$ cat config.mk
export PLATFORM = sky130hd
export DESIGN_NAME = cvs_front_flat
export DESIGN_NICKNAME = d
export VERILOG_FILES = /design/src/sv/closest_value_search_int_assert.svh /design/src/sv/cvs_pkg.sv /design/src/sv/cvs_if.sv /design/src/sv/cvs_front.sv /design/src/flat_wrapper.sv
export SDC_FILE = /design/constraint.sdc
export NUM_CORES = 1
export LEC_CHECK = 0
export BUFFER_PORTS_ARGS = -buffer_cell sky130_fd_sc_hd__buf_4
export CAP_MARGIN = 20
export CORE_AREA = 2 2 98 100
export DETAILED_ROUTE_END_ITERATION = 8
export DIE_AREA = 0 0 100 102
export RECOVER_POWER = 50
export SLEW_MARGIN = 10
export SYNTH_ARGS = -nofsm -noshare
export SYNTH_HDL_FRONTEND = slang
export SYNTH_SLANG_ARGS = --single-unit
$ cat constraint.sdc
create_clock -name clk -period 2.75 [get_ports clk]
set_input_delay 0.275 -clock clk [delete_from_list [all_inputs] [get_ports clk]]
set_output_delay 0.275 -clock clk [all_outputs]
set_load 0.01 [all_outputs]
$ cat src/sv/closest_value_search_int_assert.svh
// Assertion helpers for the closest value search block.
// Define ASSERT_OFF to compile the checks out.
`ifndef CLOSEST_VALUE_SEARCH_INT_ASSERT_SVH
`define CLOSEST_VALUE_SEARCH_INT_ASSERT_SVH

`ifndef ASSERT_OFF

// Consequent checked in the same cycle as the antecedent.
`define CVS_ASSERT_SAME(label, clk, rst, ante, cons, msg) \
  label: assert property (@(posedge clk) disable iff (rst) (ante) |-> (cons)) \
    else $error(msg);

// Consequent checked in the cycle after the antecedent.
`define CVS_ASSERT_NEXT(label, clk, rst, ante, cons, msg) \
  label: assert property (@(posedge clk) disable iff (rst) (ante) |=> (cons)) \
    else $error(msg);

`else

`define CVS_ASSERT_SAME(label, clk, rst, ante, cons, msg)
`define CVS_ASSERT_NEXT(label, clk, rst, ante, cons, msg)

`endif

`endif

$ cat src/sv/cvs_pkg.sv
`timescale 1ns / 1ps

package cvs_pkg;

  localparam int DATA_W      = 32;
  localparam int INDEX_W     = 8;
  localparam int COUNT_W     = 9;
  localparam int QUEUE_DEPTH = 2;

  typedef enum logic {
    OP_LOAD  = 1'b0,
    OP_QUERY = 1'b1
  } op_kind_t;

  // One classified operation waiting for the search engine.
  // operand is the load value or the query target.
  typedef struct packed {
    op_kind_t                  kind;
    logic [INDEX_W-1:0]        addr;
    logic signed [DATA_W-1:0]  operand;
  } op_t;

  typedef enum logic [2:0] {
    S_IDLE,
    S_FIRST,
    S_LAST,
    S_MID,
    S_NBR,
    S_DONE
  } state_t;

endpackage

$ cat src/sv/cvs_if.sv
`timescale 1ns / 1ps

interface cvs_in_if;
  logic                                valid;
  logic                                ready;
  logic                                command;
  logic [cvs_pkg::INDEX_W-1:0]         entry_index;
  logic signed [cvs_pkg::DATA_W-1:0]   entry_value;
  logic signed [cvs_pkg::DATA_W-1:0]   target;

  modport source (output valid, command, entry_index, entry_value, target, input ready);
  modport sink   (input valid, command, entry_index, entry_value, target, output ready);
endinterface


$ cat src/sv/cvs_front.sv
`timescale 1ns / 1ps

module cvs_front #(
  parameter int TABLE_DEPTH = 256
) (
  input  logic          clk,
  input  logic          rst,
  cvs_in_if.sink        items,
  output logic          op_valid,
  input  logic          op_ready,
  output cvs_pkg::op_t  op
);

  localparam int PTR_W  = (cvs_pkg::QUEUE_DEPTH > 1) ? $clog2(cvs_pkg::QUEUE_DEPTH) : 1;
  localparam int FILL_W = $clog2(cvs_pkg::QUEUE_DEPTH + 1);

  cvs_pkg::op_t      slot [cvs_pkg::QUEUE_DEPTH];
  logic [PTR_W-1:0]  wr_ptr, rd_ptr;
  logic [FILL_W-1:0] fill;
  cvs_pkg::op_t      incoming;
  logic              in_range, keep, push, pop;

  // classify: loads past the table end are taken and dropped
  assign in_range = 32'(items.entry_index) < 32'(TABLE_DEPTH);
  assign incoming.kind    = cvs_pkg::op_kind_t'(items.command);
  assign incoming.addr    = items.entry_index;
  assign incoming.operand = (incoming.kind == cvs_pkg::OP_QUERY) ? items.target
                                                                : items.entry_value;
  assign keep = (incoming.kind == cvs_pkg::OP_QUERY) || in_range;

  assign items.ready = (fill != FILL_W'(cvs_pkg::QUEUE_DEPTH));
  assign push        = items.valid && items.ready && keep;
  assign op_valid    = (fill != '0);
  assign pop         = op_valid && op_ready;
  assign op          = slot[rd_ptr];

  always_ff @(posedge clk) begin
    if (push) begin
      slot[wr_ptr] <= incoming;
    end
  end

  always_ff @(posedge clk) begin
    if (rst) begin
      wr_ptr <= '0;
      rd_ptr <= '0;
      fill   <= '0;
    end else begin
      if (push) begin
        wr_ptr <= (wr_ptr == PTR_W'(cvs_pkg::QUEUE_DEPTH - 1)) ? '0 : wr_ptr + PTR_W'(1);
      end
      if (pop) begin
        rd_ptr <= (rd_ptr == PTR_W'(cvs_pkg::QUEUE_DEPTH - 1)) ? '0 : rd_ptr + PTR_W'(1);
      end
      if (push && !pop) begin
        fill <= fill + FILL_W'(1);
      end else if (pop && !push) begin
        fill <= fill - FILL_W'(1);
      end
    end
  end

endmodule

$ cat src/flat_wrapper.sv
// flat-port wrapper written by rule: the top's interface ports become plain ports
module cvs_front_flat 
#(
  parameter int TABLE_DEPTH = 256
)
  (clk, rst, op_valid, op_ready, op, items_valid, items_command, items_entry_index, items_entry_value, items_target, items_ready);
  cvs_in_if items_i ();
  input  logic clk;
  input  logic rst;
  output logic op_valid;
  input  logic op_ready;
  output cvs_pkg::op_t op;
  input wire logic [$bits(items_i.valid)-1:0] items_valid;
  input wire logic [$bits(items_i.command)-1:0] items_command;
  input wire logic [$bits(items_i.entry_index)-1:0] items_entry_index;
  input wire logic [$bits(items_i.entry_value)-1:0] items_entry_value;
  input wire logic [$bits(items_i.target)-1:0] items_target;
  output wire logic [$bits(items_i.ready)-1:0] items_ready;
  assign items_i.valid = items_valid;
  assign items_i.command = items_command;
  assign items_i.entry_index = items_entry_index;
  assign items_i.entry_value = items_entry_value;
  assign items_i.target = items_target;
  assign items_ready = items_i.ready;
  cvs_front #(.TABLE_DEPTH(TABLE_DEPTH)) u_core (.clk(clk), .rst(rst), .items(items_i), .op_valid(op_valid), .op_ready(op_ready), .op(op));
endmodule
==> flow_summary.json <==
{
  "grt_usage": 0.131,
  "start_util": 0.390,
  "via_per_inst": 4.77,
  "overflow": 0,
  "max_slew_margin": -0.274,
  "grt_pass1_vias": 2107,
  "clock-sinks": 87,
  "synth.distinct_cells": 19,
  "start_kind": "flop",
  "critPathRequiredTime_ns": 2.71,
  "n_antenna_cell": 0,
  "holdPathStages": 2,
  "min_period_over_period": 0.740,
  "final.setup.tns_ns": 0,
  "final_antenna_net_count": 0,
  "fmax_mhz": 492,
  "cp_max_fo": 41,
  "ctsHtreeMaxLevel": 3,
  "dp_hpwl_um": 4310,
  "fp.dieArea_um2": 10200,
  "syn-instance-count": 188,
  "area_growth_pct": 33.4,
  "status": "finished with violations",
  "netlist.top_cell.by_area": "edfxtp_1",
  "drt-initial-drc-count": 81,
  "finalInstanceArea_um2": 4740,
  "netlist_area_um2": 3550,
  "seq_area_frac_synth": 0.721,
  "postPlaceCellArea_um2": 4590,
  "seq_power_share": 0.482,
  "rsz0062_at_grt": "no",
  "path_cells": "nand2b_1 > and3_2 > clkbuf_2",
  "power_switching_uw": 962,
  "gp_congestion": 0.667,
  "ys.flop_type": "edfxtp_1",
  "synth_most_common_cell": "edfxtp_1",
  "antenna_found_initial": 0,
  "clockBufferDepth": 2,
  "ir_worst_vdd_mv": 0.343,
  "tightest_slew_ns": 1.91,
  "clockPowerShare": 0.225,
  "grt_pass1_wl_um": 10100,
  "drc": 0,
  "fin_ws_ns": 0.716,
  "num-nets-final": 390,
  "die_w_um": 100,
  "cts_tree": "built",
  "synth_area_leaders": "edfxtp_1, mux2_2, dfxtp_1",
  "io_pins": 120,
  "ctsHoldBuffers": 0,
  "hold_viol": 0,
  "critical_path_buf_inv_count": 1,
  "p_per_area_nw_per_um2": 767,
  "synth-edff-count": 82,
  "setup_viol": 0,
  "wl_um": 6550,
  "fin_hold_ws_ns": 0.129,
  "yosys_warnings": 0,
  "hp-class": "in2reg",
  "syn_area_per_cell_um2": 18.9,
  "wl_per_cell_um": 15.3,
  "grt_max_degree": 42,
  "path_clk_slew_ns": 0.07,
  "rr_worst_depth": 3,
  "die_h_um": 102,
  "fin_skew_ns": 0.00928,
  "crit_family": "buffers and inverters",
  "synthTopCellsByCount": "edfxtp_1, mux2_2, buf_2",
  "num_rows": 35,
  "ctsResizeCount": 0,
  "violations": "max-capacitance violations, max-slew violations",
  "port_buffers": 119,
  "max_cap_violations": 1,
  "arrival_ns": 1.99,
  "cts_setup_buffers": 0,
  "ys_ff_latch": 87,
  "cp_slowest_stage_delay_ns": 0.82,
  "comb_power_share": 0.293,
  "synth_nets": 266,
  "drtPass1Iterations": 4,
  "drive_gt1_frac": 0.570,
  "pre_cts_ws_ns": 1.09,
  "cp.depth": 3,
  "clock_latency_ns": 0.34,
  "root_buffer": "clkbuf_8",
  "cpMaxStageDelayCell": "clkbuf_2",
  "numCtsBuffers": 9,
  "p_int_mw": 2.67,
  "endpoint_kind": "flop",
  "p_sw_frac": 0.265,
  "core-area_um2": 9110,
  "via_count": 2036,
  "critical_path_class": "reg2reg",
  "leakage_nw": 1.81,
  "synth_top_area_share": 0.693,
  "async_flop_share": 0,
  "slew_violations": 35,
  "min_period_ns": 2.03
}
layer usage:
metal | up-vias | wire length, µm | track usage
li1 | 971 | - | -
met1 | 993 | 2710 | 0.154
met5 | - | 0 | 0
met2 | 64 | 3430 | 0.231
met4 | 0 | 84 | 0.0569
met3 | 8 | 327 | 0.0287
worst register-to-register path: stages (launching register included):
cell      delay, ns
dfxtp_1        0.41
nand2b_1       0.22
and3_2         0.19
clkbuf_2       0.82
state kept, by name (all words and copies together) (netlist names), named ones only:
register       flops
u_core.rd_ptr      1
u_core.wr_ptr      1
u_core.fill        2
u_core.slot       82
logic make-up (layout without fill, tap and decap cells):
kind of cell	Yosys count	count (layout)	synth area share
compound gates	5	5	0.00845
buf+inv	10	138	0.0137
simple gates	9	9	0.0141
mux	73	73	0.231
xor+xnor	3	3	0.00740
fa+ha+maj	1	1	0.00352
flops	87	87	0.721
through the flow:
| step | power (mW) | utilization | cells |
|---|---|---|---|
| 2_1_floorplan | 2.36 | - | 188 |
| 3_3_place_gp | 2.89 | 0.504 | 412 |
| 3_5_place_dp | 2.90 | 0.504 | 412 |
| 4_1_cts | 3.72 | 0.523 | 427 |
| 5_1_grt | 3.84 | 0.520 | 427 |
| 6_report | 3.64 | 0.520 | 427 |
cell type report:
class                      count  area [µm²]
clock buffer                  11         131
clock inverter                 4        47.5
timing repair buffer         122         911
fill                         796        4370
tap                          111         139
multi-input combinational     91         942
sequential                    87        2560
inverter                       1        3.75
path summary, 6_finish.rpt:
check                                     from            endpoint  slack (ns)
worst min-delay path                       rst                flop        0.13
worst max register to register  u_core.fill[0]  u_core.slot[1][28]        0.72
worst min register to register  u_core.fill[1]      u_core.fill[1]        0.51
worst max-delay path            u_core.fill[0]  u_core.slot[1][28]        0.72
power by group through the flow:
stage	clock network, mW	logic (mW)	registers, mW
global route	0.896	1.16	1.78
global placement	0	1.12	1.78
detailed placement	0	1.12	1.78
CTS	0.843	1.13	1.75
floorplan	0	0.628	1.74
finish	0.816	1.07	1.75
cell usage in the layout, fill, tap and decap left out, drive strengths merged, types with 2 or more instances in the layout:
cell / n
buf: 110
edfxtp: 82
mux2: 73
clkbuf: 23
dfxtp: 5
xor2: 3
nor2: 3
o21ai: 2
a21oi: 2
clkinv: 2
No activity file was read; power rests on OpenSTA's default activity.
