$ cat config.mk
export PLATFORM = sky130hd
export DESIGN_NAME = cvs_back_flat
export DESIGN_NICKNAME = d
export VERILOG_FILES = /design/src/sv/closest_value_search_int_assert.svh /design/src/sv/cvs_pkg.sv /design/src/sv/cvs_if.sv /design/src/sv/cvs_back.sv /design/src/flat_wrapper.sv
export SDC_FILE = /design/constraint.sdc
export NUM_CORES = 1
export LEC_CHECK = 0
export BUFFER_PORTS_ARGS = -buffer_cell sky130_fd_sc_hd__buf_2
export CORE_ASPECT_RATIO = 2
export CORE_UTILIZATION = 35
export CTS_CLUSTER_SIZE = 10
export DETAILED_ROUTE_END_ITERATION = 10
export MAX_ROUTING_LAYER = met4
export PLACE_DENSITY = 0.64
export SLEW_MARGIN = 30
export SYNTH_ARGS = -nofsm -noshare
export SYNTH_HDL_FRONTEND = slang
export SYNTH_SLANG_ARGS = --single-unit
$ cat constraint.sdc
create_clock -name clk -period 7.5 [get_ports clk]
set_input_delay 0.375 -clock clk [delete_from_list [all_inputs] [get_ports clk]]
set_output_delay 0.375 -clock clk [all_outputs]
set_load 0.02 [all_outputs]
$ cat src/sv/closest_value_search_int_assert.svh
// Assertion helpers for the closest value search block.
// Define ASSERT_OFF to compile the checks out.
`ifndef CLOSEST_VALUE_SEARCH_INT_ASSERT_SVH
`define CLOSEST_VALUE_SEARCH_INT_ASSERT_SVH

`ifndef ASSERT_OFF

// Consequent checked in the same cycle as the antecedent.
`define CVS_ASSERT_SAME(label, clk, rst, ante, cons, msg) \
  label: assert property (@(posedge clk) disable iff (rst) (ante) |-> (cons)) \
    else $error(msg);

// Consequent checked in the cycle after the antecedent.
`define CVS_ASSERT_NEXT(label, clk, rst, ante, cons, msg) \
  label: assert property (@(posedge clk) disable iff (rst) (ante) |=> (cons)) \
    else $error(msg);

`else

`define CVS_ASSERT_SAME(label, clk, rst, ante, cons, msg)
`define CVS_ASSERT_NEXT(label, clk, rst, ante, cons, msg)

`endif

`endif

$ cat src/sv/cvs_pkg.sv
`timescale 1ns / 1ps

package cvs_pkg;

  localparam int DATA_W      = 32;
  localparam int INDEX_W     = 8;
  localparam int COUNT_W     = 9;
  localparam int QUEUE_DEPTH = 2;

  typedef enum logic {
    OP_LOAD  = 1'b0,
    OP_QUERY = 1'b1
  } op_kind_t;

  // One classified operation waiting for the search engine.
  // operand is the load value or the query target.
  typedef struct packed {
    op_kind_t                  kind;
    logic [INDEX_W-1:0]        addr;
    logic signed [DATA_W-1:0]  operand;
  } op_t;

  typedef enum logic [2:0] {
    S_IDLE,
    S_FIRST,
    S_LAST,
    S_MID,
    S_NBR,
    S_DONE
  } state_t;

endpackage

$ cat src/sv/cvs_if.sv


interface cvs_out_if;
  logic                                valid;
  logic                                ready;
  logic signed [cvs_pkg::DATA_W-1:0]   closest_value;

  modport source (output valid, closest_value, input ready);
  modport sink   (input valid, closest_value, output ready);
endinterface


$ cat src/sv/cvs_back.sv
`timescale 1ns / 1ps

module cvs_back #(
  parameter int TABLE_DEPTH = 256
) (
  input  logic                              clk,
  input  logic                              rst,
  input  logic [cvs_pkg::COUNT_W-1:0]       table_count,
  input  logic                              op_valid,
  output logic                              op_ready,
  input  cvs_pkg::op_t                      op,
  output logic                              ram_we,
  output logic [$clog2(TABLE_DEPTH)-1:0]    ram_waddr,
  output logic signed [cvs_pkg::DATA_W-1:0] ram_wdata,
  output logic [$clog2(TABLE_DEPTH)-1:0]    ram_raddr,
  input  logic signed [cvs_pkg::DATA_W-1:0] ram_rdata,
  cvs_out_if.source                         results
);

  localparam int IDX_W  = $clog2(TABLE_DEPTH);
  localparam int CNT_W  = $clog2(TABLE_DEPTH + 1);
  localparam int WIDE_W = (CNT_W > cvs_pkg::COUNT_W) ? CNT_W : cvs_pkg::COUNT_W;
  localparam int DW     = cvs_pkg::DATA_W;

  cvs_pkg::state_t       state, state_next;
  logic signed [DW-1:0]  tgt, tgt_next, val, val_next, res, res_next;
  logic [CNT_W-1:0]      n, n_next, lo, lo_next, hi, hi_next;
  logic [IDX_W-1:0]      mid, mid_next;
  logic                  side, side_next;

  logic [WIDE_W-1:0]     cnt_wide, cnt_sat;
  logic [CNT_W-1:0]      mid_ext, mid_p1, upd_lo, upd_hi;
  logic [CNT_W:0]        upd_sum;
  logic [IDX_W-1:0]      upd_mid;
  logic signed [DW+1:0]  pair_sum, twice_t;
  logic signed [DW-1:0]  nearer;
  logic                  hit, t_lt, has_nbr, nbr_stop, go_low, loop_more, out_free, load_out;

  // active count: zero reads as one, saturate at the depth
  assign cnt_wide = WIDE_W'(table_count);
  always_comb begin
    cnt_sat = cnt_wide;
    if (cnt_wide == '0) begin
      cnt_sat = WIDE_W'(1);
    end else if (cnt_wide > WIDE_W'(TABLE_DEPTH)) begin
      cnt_sat = WIDE_W'(TABLE_DEPTH);
    end
  end

  // search decisions on the word just read
  assign mid_ext  = CNT_W'(mid);
  assign mid_p1   = mid_ext + CNT_W'(1);
  assign hit      = (ram_rdata == tgt);
  assign t_lt     = (tgt < ram_rdata);
  assign has_nbr  = t_lt ? (mid != '0) : (mid_p1 < n);
  assign nbr_stop = side ? (tgt > ram_rdata) : (tgt < ram_rdata);
  assign go_low   = (state == cvs_pkg::S_MID) ? t_lt : side;
  assign upd_lo   = go_low ? lo : mid_p1;
  assign upd_hi   = go_low ? mid_ext : hi;
  assign loop_more = (upd_lo < upd_hi);
  assign upd_sum  = {1'b0, upd_lo} + {1'b0, upd_hi};
  assign upd_mid  = IDX_W'(upd_sum >> 1);

  // t - lower >= upper - t  <=>  2t >= lower + upper; tie picks upper
  assign pair_sum = (DW+2)'(ram_rdata) + (DW+2)'(val);
  assign twice_t  = $signed({tgt[DW-1], tgt, 1'b0});
  assign nearer   = (twice_t >= pair_sum) ? (side ? val : ram_rdata)
                                          : (side ? ram_rdata : val);

  assign out_free = !results.valid || results.ready;
  assign load_out = (state == cvs_pkg::S_DONE) && out_free;

  always_comb begin
    state_next = state;
    case (state)
      cvs_pkg::S_IDLE: begin
        if (op_valid && op.kind == cvs_pkg::OP_QUERY) begin
          state_next = cvs_pkg::S_FIRST;
        end
      end
      cvs_pkg::S_FIRST: begin
        state_next = (tgt <= ram_rdata) ? cvs_pkg::S_DONE : cvs_pkg::S_LAST;
      end
      cvs_pkg::S_LAST: begin
        state_next = (tgt >= ram_rdata) ? cvs_pkg::S_DONE : cvs_pkg::S_MID;
      end
      cvs_pkg::S_MID: begin
        if (hit) begin
          state_next = cvs_pkg::S_DONE;
        end else if (has_nbr) begin
          state_next = cvs_pkg::S_NBR;
        end else begin
          state_next = loop_more ? cvs_pkg::S_MID : cvs_pkg::S_DONE;
        end
      end
      cvs_pkg::S_NBR: begin
        if (nbr_stop) begin
          state_next = cvs_pkg::S_DONE;
        end else begin
          state_next = loop_more ? cvs_pkg::S_MID : cvs_pkg::S_DONE;
        end
      end
      cvs_pkg::S_DONE: begin
        if (out_free) begin
          state_next = cvs_pkg::S_IDLE;
        end
      end
      default: state_next = cvs_pkg::S_IDLE;
    endcase
  end

  always_comb begin
    op_ready   = (state == cvs_pkg::S_IDLE);
    ram_we     = 1'b0;
    ram_waddr  = IDX_W'(op.addr);
    ram_wdata  = op.operand;
    ram_raddr  = mid;
    tgt_next   = tgt;
    n_next     = n;
    lo_next    = lo;
    hi_next    = hi;
    mid_next   = mid;
    val_next   = val;
    side_next  = side;
    res_next   = res;
    case (state)
      cvs_pkg::S_IDLE: begin
        if (op_valid) begin
          if (op.kind == cvs_pkg::OP_LOAD) begin
            ram_we = 1'b1;
          end else begin
            tgt_next  = op.operand;
            n_next    = CNT_W'(cnt_sat);
            ram_raddr = '0;
          end
        end
      end
      cvs_pkg::S_FIRST: begin
        if (tgt <= ram_rdata) begin
          res_next = ram_rdata;
        end else begin
          ram_raddr = IDX_W'(n - CNT_W'(1));
        end
      end
      cvs_pkg::S_LAST: begin
        if (tgt >= ram_rdata) begin
          res_next = ram_rdata;
        end else begin
          lo_next   = '0;
          hi_next   = n;
          mid_next  = IDX_W'(n >> 1);
          ram_raddr = IDX_W'(n >> 1);
        end
      end
      cvs_pkg::S_MID: begin
        val_next  = ram_rdata;
        side_next = t_lt;
        if (hit) begin
          res_next = ram_rdata;
        end else if (has_nbr) begin
          ram_raddr = t_lt ? (mid - IDX_W'(1)) : IDX_W'(mid_p1);
        end else if (loop_more) begin
          lo_next   = upd_lo;
          hi_next   = upd_hi;
          mid_next  = upd_mid;
          ram_raddr = upd_mid;
        end else begin
          res_next = ram_rdata;
        end
      end
      cvs_pkg::S_NBR: begin
        if (nbr_stop) begin
          res_next = nearer;
        end else if (loop_more) begin
          lo_next   = upd_lo;
          hi_next   = upd_hi;
          mid_next  = upd_mid;
          ram_raddr = upd_mid;
        end else begin
          res_next = val;
        end
      end
      cvs_pkg::S_DONE: begin
      end
      default: begin
      end
    endcase
  end

  always_ff @(posedge clk) begin
    if (rst) begin
      state         <= cvs_pkg::S_IDLE;
      results.valid <= 1'b0;
    end else begin
      state <= state_next;
      if (load_out) begin
        results.valid <= 1'b1;
      end else if (results.ready) begin
        results.valid <= 1'b0;
      end
    end
  end

  always_ff @(posedge clk) begin
    tgt  <= tgt_next;
    n    <= n_next;
    lo   <= lo_next;
    hi   <= hi_next;
    mid  <= mid_next;
    val  <= val_next;
    side <= side_next;
    res  <= res_next;
    if (load_out) begin
      results.closest_value <= res;
    end
  end

endmodule

$ cat src/flat_wrapper.sv
// flat-port wrapper written by rule: the top's interface ports become plain ports
module cvs_back_flat 
#(
  parameter int TABLE_DEPTH = 256
)
  (clk, rst, table_count, op_valid, op_ready, op, ram_we, ram_waddr, ram_wdata, ram_raddr, ram_rdata, results_valid, results_closest_value, results_ready);
  cvs_out_if results_i ();
  input  logic clk;
  input  logic rst;
  input  logic [cvs_pkg::COUNT_W-1:0] table_count;
  input  logic op_valid;
  output logic op_ready;
  input  cvs_pkg::op_t op;
  output logic ram_we;
  output logic [$clog2(TABLE_DEPTH)-1:0] ram_waddr;
  output logic signed [cvs_pkg::DATA_W-1:0] ram_wdata;
  output logic [$clog2(TABLE_DEPTH)-1:0] ram_raddr;
  input  logic signed [cvs_pkg::DATA_W-1:0] ram_rdata;
  output wire logic [$bits(results_i.valid)-1:0] results_valid;
  output wire logic [$bits(results_i.closest_value)-1:0] results_closest_value;
  input wire logic [$bits(results_i.ready)-1:0] results_ready;
  assign results_valid = results_i.valid;
  assign results_closest_value = results_i.closest_value;
  assign results_i.ready = results_ready;
  cvs_back #(.TABLE_DEPTH(TABLE_DEPTH)) u_core (.clk(clk), .rst(rst), .table_count(table_count), .op_valid(op_valid), .op_ready(op_ready), .op(op), .ram_we(ram_we), .ram_waddr(ram_waddr), .ram_wdata(ram_wdata), .ram_raddr(ram_raddr), .ram_rdata(ram_rdata), .results(results_i));
endmodule
==> flow_summary_export.csv, run 1 <==
group,metric,value,unit
power,peakVddDrop,0.2277,mV
clock_tree,cts_setup_buffers,0,
global_route,overflow,0,
run,maxCapViolations,0,
global_route,grt_pass1_vias,9812,
final_layout,finalNetCount,1465,
floorplanning,initial_core_util,35.76,%
final_layout,layout_common_cells,"edfxtp_1, buf_2, ha_1",
routing,num_vias,9308,
routing,drcViolationCount,0,
timing,timing.slew.headroom,28.91,%
yosys,netlist.area_leader.share,41.41,%
timing,setup_tns,0,ns
worst_setup_path,cp_max_fo,31,
worst_setup_path,critical_path_class,"flip-flop to output port",
hold_path,hp-start,"op[5]",
clock_tree,clock_path_buffers,2,
timing,period_share,91.85,%
yosys,synth_edf_count,163,
routing,ant_nets,0,
worst_setup_path,r2r_end,"u_core.res[20]$_DFFE_PP_",
placement,portBuffers,152,
yosys,synthArstFlopShare,0,%
power,p_leak,5.554,nW
global_route,antenna_found_initial,3,
timing,period_needed,6.888,ns
global_route,use_met3,3.492,%
final_layout,fillers,3209,
global_route,grt.total_usage,20.72,%
clock_tree,htreeDepth,4,
timing,rsz0062_at_grt,"no",
clock_tree,clock_sinks,168,
global_route,grt_pass1_wl,51990,um
final_layout,drive_gt1_share,19.46,%
hold_path,hold_end,"u_core.tgt[5]$_DFFE_PP_",
clock_tree,cts.clk_slew.worst_paths,0.07,ns
final_layout,syn_to_final_growth,13.35,%
hold_path,holdCritPathClass,"input pin to flip-flop",
global_route,met2_usage,40.37,%
yosys,syn-num-nets,1364,
status,status,"complete, no violations",
timing,worstMarginPinSlew,1.058,ns
floorplanning,ios,169,
yosys,ys_warn_count,0,
routing,dr.pass1.iters,7,
final_layout,finalNonFillerCells,1704,
timing,setup_viol,0,
worst_setup_path,start_kind,"flip-flop",
yosys,synthFlopType,"edfxtp_1",
final_layout,final_core_util,40.54,%
floorplanning,die_x,131.9,um
clock_tree,clock_latency,0.46,ns
worst_setup_path,r2r_cells,29,
yosys,synth.distinct_cells,80,
clock_tree,cts.repair.resized,0,
power,p_per_area,354.9,nW/um2
yosys,synth_area_leaders,"edfxtp_1, ha_1, a21oi_1",
timing,skew,0.01198,ns
worst_setup_path,cp-startpoint,"u_core.tgt[23]$_DFFE_PP_",
clock_tree,hold_buffers,0,
placement,hpwlAfterDp,26360,um
yosys,yosysSeqAreaShare,42.26,%
final_layout,layout_commonest_cell,"edfxtp_1",
placement,gp_congestion,0.9820,
yosys,ys_ff_latch,168,
floorplanning,design.core.area,33050,um2
worst_setup_path,regToRegStartpoint,"u_core.val[0]$_DFFE_PP_",
power,p_total,4.754,mW
floorplanning,rows,94,
routing,drt_iter0_markers,563,
yosys,syn_inst,1155,
timing,slew_violations,0,
hold_path,min_path_cells,1,
routing,viasPerCell,5.462,
worst_setup_path,cp-end-kind,"output port",
floorplanning,fp.dieH,261.9,um
placement,dp_cells,1669,
global_route,grt_max_degree,51,
worst_setup_path,worst-r2r-setup-slack,1.26,ns
routing,routedWlPerCell,19.87,um
yosys,netlist_area,11820,um2
yosys,syn_avg_cell_area,10.23,um2
clock_tree,cts_tree,"built",
timing,fmaxAchievable,145.2,MHz
yosys,yosysTopAreaCell,"edfxtp_1",
worst_setup_path,worstPathRequired,7.12,ns
global_route,grt.busiest_layer,"met2",
clock_tree,cts_buffers,17,
routing,drt-total-wl,33850,um
timing,hold_viol,0,
global_route,grt_use_met1,17.20,%
floorplanning,die_area,34550,um2
clock_tree,root_buffer,"clkbuf_16",
worst_setup_path,cp.arrival,6.51,ns
[worst max-delay path, stage by stage (launching register included)]
cell and delay (ns):
edfxtp_1 0.47, ha_1 0.35, a21oi_1 0.15, o21ai_0 0.17, a22oi_1 0.58, a21oi_1 0.22, a41oi_4 0.21, o21a_2 0.55
mux2_2 0.44, ha_1 0.32, a21oi_1 0.14, nor2_1 0.05, o21ai_0 0.24, nand4_1 0.12, o31a_2 0.67, a211oi_1 0.62
a21oi_1 0.17, o21ai_0 0.34, buf_2 0.23
[flip-flops by register name (all words and copies together), names as in the netlist]
register / count
u_core.tgt: 32
u_core.side: 1
u_core.hi: 9
u_core.mid: 8
u_core.n: 9
u_core.res: 32
u_core.val: 32
u_core.state: 3
u_core.results.closest_value: 32
u_core.lo: 9
u_core.results.valid: 1
[logic make-up after synthesis]
group	after synthesis	synth area share [%]
AND/OR/NAND/NOR	308	12.71
AO/OA/AOI/OAI	280	15.71
flip-flops	168	42.26
buffers and inverters	162	6.669
adder cells (fa/ha/maj)	126	13.34
multiplexers	65	5.897
XOR/XNOR	46	3.409
[how the worst max path moves through the flow]
stage / slack (ns) / to / cells after the start
after floorplan: 1.13 / u_core.res[0]$_DFFE_PP_ / 23
after global placement: 1.03 / ram_raddr[5] / 20
after detailed placement: 0.99 / ram_raddr[5] / 20
after CTS: 0.61 / ram_raddr[5] / 18
after global routing: 0.13 / ram_raddr[6] / 21
final: 0.61 / ram_raddr[5] / 18
[power breakdown]
group	switching (mW)	leakage [nW]	total (mW)	internal (mW)
combinational	1.48	3.72	2.33	0.850
clock	0.415	0.301	0.946	0.532
sequential	0.168	1.53	1.48	1.31
total	2.06	5.55	4.75	2.69
[per-layer routing]
metal | vias up | share of wire [%]
li1 | 4449 | -
met1 | 4442 | 32
met2 | 280 | 57
met3 | 137 | 3.7
met4 | 0 | 7.2
met5 | - | 0
[cells in the mapped netlist, types with 3 or more instances]
| cell | number |
|---|---|
| edfxtp_1 | 163 |
| ha_1 | 122 |
| nand2_1 | 83 |
| a21oi_1 | 81 |
| inv_1 | 81 |
| nor2_1 | 81 |
| o21ai_0 | 57 |
| buf_4 | 42 |
| mux2_2 | 35 |
| xnor2_1 | 29 |
| mux2i_1 | 28 |
| a21o_1 | 27 |
| clkbuf_1 | 27 |
| nand3_1 | 23 |
| nor3_1 | 22 |
| nand2b_1 | 18 |
| xor2_1 | 17 |
| nand4_1 | 16 |
| a31oi_1 | 14 |
| or3_1 | 14 |
| and2_1 | 12 |
| a211oi_1 | 11 |
| nor2b_1 | 10 |
| o21a_1 | 8 |
| a21boi_0 | 6 |
| a222oi_1 | 6 |
| a22oi_1 | 6 |
| buf_2 | 6 |
| dfxtp_1 | 5 |
| nor3b_1 | 5 |
| nor4_1 | 5 |
| o22ai_1 | 5 |
| o31ai_1 | 5 |
| and3_1 | 4 |
| and4_1 | 4 |
| o211ai_1 | 4 |
| a2111oi_0 | 3 |
| a22o_1 | 3 |
| buf_1 | 3 |
| maj3_1 | 3 |
| nand3b_1 | 3 |
| o21ai_1 | 3 |
| o21bai_1 | 3 |
| o221ai_1 | 3 |
[stage by stage]
step | area [um2] | setup slack (ns) | hold WS, ns
after floorplan | 11820 | 1.134 | 0.4003
after global placement | 12740 | 1.029 | 0.4026
after detailed placement | 12770 | 0.9888 | 0.4045
after CTS | 13380 | 0.6100 | 0.07915
after global routing | 13400 | 0.1337 | 0.08715
final | 13400 | 0.6116 | 0.09975
[cell type report]
type                       count  area, um2  share of cell area, %
antenna                        3      7.507                0.05604
clock buffer                  17      425.4                  3.175
clock inverter                15      187.7                  1.401
inverter                      82      307.8                  2.298
multi-input combinational    825       6077                  45.36
sequential                   168       4995                  37.28
tap                          432      540.5                  4.035
timing repair buffer         162      855.8                  6.388
No activity file was read; power rests on OpenSTA's default activity.
==> run 2: changes to the inputs <==
--- a/config.mk
+++ b/config.mk
@@ -6,12 +6,14 @@
 export NUM_CORES = 1
 export LEC_CHECK = 0
 export BUFFER_PORTS_ARGS = -buffer_cell sky130_fd_sc_hd__buf_2
+export CELL_PAD_IN_SITES_DETAIL_PLACEMENT = 0
+export CELL_PAD_IN_SITES_GLOBAL_PLACEMENT = 2
 export CORE_ASPECT_RATIO = 2
 export CORE_UTILIZATION = 35
 export CTS_CLUSTER_SIZE = 10
 export DETAILED_ROUTE_END_ITERATION = 10
 export MAX_ROUTING_LAYER = met4
-export PLACE_DENSITY = 0.64
+export PLACE_DENSITY = 0.88
 export SLEW_MARGIN = 30
 export SYNTH_ARGS = -nofsm -noshare
 export SYNTH_HDL_FRONTEND = slang
==> flow_summary_export.csv, run 2 (same netlist as run 1, synthesis figures left out) <==
group,metric,value,unit
status,status,"complete, no violations",
timing,hold_viol,0,
clock_tree,root_buffer,"clkbuf_16",
placement,gp_congestion,0.9234,
placement,hpwlAfterDp,26790,um
floorplanning,initial_core_util,35.76,%
global_route,grt_pass1_wl,51720,um
routing,dr.pass1.iters,5,
global_route,overflow,0,
clock_tree,cts_setup_buffers,0,
final_layout,fin_area,13430,um2
placement,place_area,12820,um2
routing,routedWlPerCell,20.14,um
clock_tree,cts_tree,"built",
worst_setup_path,worstPathRequired,7.12,ns
clock_tree,htreeDepth,4,
global_route,grt_pass1_vias,9229,
final_layout,syn_to_final_growth,13.64,%
power,p_total,4.802,mW
final_layout,fillers,3219,
timing,setup_tns,0,ns
routing,ant_nets,0,
final_layout,layout_commonest_cell,"edfxtp_1",
routing,drcViolationCount,0,
timing,worstMarginPinSlew,0.8867,ns
timing,period_needed,7.041,ns
clock_tree,hold_buffers,0,
timing,period_share,93.88,%
timing,slew_violations,0,
power,p_per_area,357.6,nW/um2
final_layout,final_core_util,40.64,%
global_route,grt.total_usage,20.84,%
routing,num_vias,9262,
floorplanning,fp.dieH,261.9,um
worst_setup_path,cp.arrival,6.67,ns
power,p_leak,5.585,nW
timing,worst_slack,0.4586,ns
routing,drt-total-wl,34440,um
run,maxCapViolations,0,
clock_tree,clock_sinks,168,
clock_tree,clock_path_buffers,2,
timing,fmaxAchievable,142.0,MHz
placement,pre_cts_slack,0.8318,ns
placement,portBuffers,152,
floorplanning,die_area,34550,um2
clock_tree,cts.clk_slew.worst_paths,0.07,ns
timing,timing.slew.headroom,40.53,%
floorplanning,design.core.area,33050,um2
power,peakVddDrop,0.2140,mV
timing,setup_viol,0,
worst_setup_path,cp_max_fo,30,
floorplanning,rows,94,
hold_path,holdCritPathClass,"input pin to flip-flop",
timing,rsz0062_at_grt,"no",
global_route,grt_max_degree,51,
worst_setup_path,start_kind,"flip-flop",
timing,skew,0.01383,ns
clock_tree,cts_buffers,17,
routing,viasPerCell,5.416,
final_layout,layout_common_cells,"edfxtp_1, buf_2, ha_1",
worst_setup_path,cp-end-kind,"output port",
clock_tree,clock_latency,0.46,ns
clock_tree,cts.repair.resized,0,
final_layout,finalNetCount,1472,
worst_setup_path,critical_path_class,"flip-flop to output port",
floorplanning,ios,169,
timing,whs,0.1058,ns
placement,dp_cells,1676,
global_route,antenna_found_initial,2,
floorplanning,die_x,131.9,um
routing,drt_iter0_markers,484,
final_layout,drive_gt1_share,19.91,%
final_layout,finalNonFillerCells,1710,
-- run 2: cell count changes in the layout (fill, tap and decap cells not counted), sizes merged --
cell and delta:
diode -1, clkinvlp +1, inv -3, buf +7, clkinv +2
-- run 2: per-layer routing --
layer  wire length, um  up-vias  track usage, %  share of wire (%)
li1                  -     4471               -                  -
met1             11430     4427           17.69                 33
met2             19740      272           41.31                 57
met3              1230       92           3.337                3.6
met4              2048        0           13.50                5.9
met5                 0        -               -                  0
-- run 2: path summary, 6_finish.rpt --
path,startpoint,end,slack (ns),cells past startpoint
hold / removal,op[4],u_core.tgt[4]$_DFFE_PP_,0.11,1
setup reg to reg,u_core.val[0]$_DFFE_PP_,u_core.res[19]$_DFFE_PP_,1.22,29
hold reg to reg,u_core.res[7]$_DFFE_PP_,u_core.results.closest_value[7]$_DFFE_PP_,0.42,0
setup / recovery,u_core.tgt[31]$_DFFE_PP_,ram_raddr[5],0.46,21
-- run 2: report_power, final --
part	switching, mW	internal, mW
Combinational	1.51	0.894
Sequential	0.167	1.31
Clock	0.395	0.525
Total	2.07	2.73
-- run 2: area by class of cell --
type,instances,area (um2),area share (%)
antenna,2,5.005,0.03726
clock buffer,17,425.4,3.168
clock inverter,15,175.2,1.304
inverter,82,307.8,2.292
multi-input combinational,825,6073,45.22
sequential,168,4995,37.19
tap,432,540.5,4.025
timing repair buffer,169,908.4,6.764
-- run 2: critical path: stages (launching register included) --
cell and delay (ns):
edfxtp_1 0.42, ha_1 0.59, nand4_4 0.17, nor2_2 0.13
nand2_1 0.15, or3_1 0.47, a41oi_4 0.28, o21a_2 0.57
inv_2 0.27, nand2_1 0.13, nand2_1 0.08, ha_1 0.34
o21ai_0 0.09, nand2b_1 0.11, maj3_1 0.36, mux2i_1 0.42
o211ai_1 0.21, buf_4 0.17, a211oi_1 0.73, a21oi_1 0.10
o21ai_0 0.20, buf_2 0.19
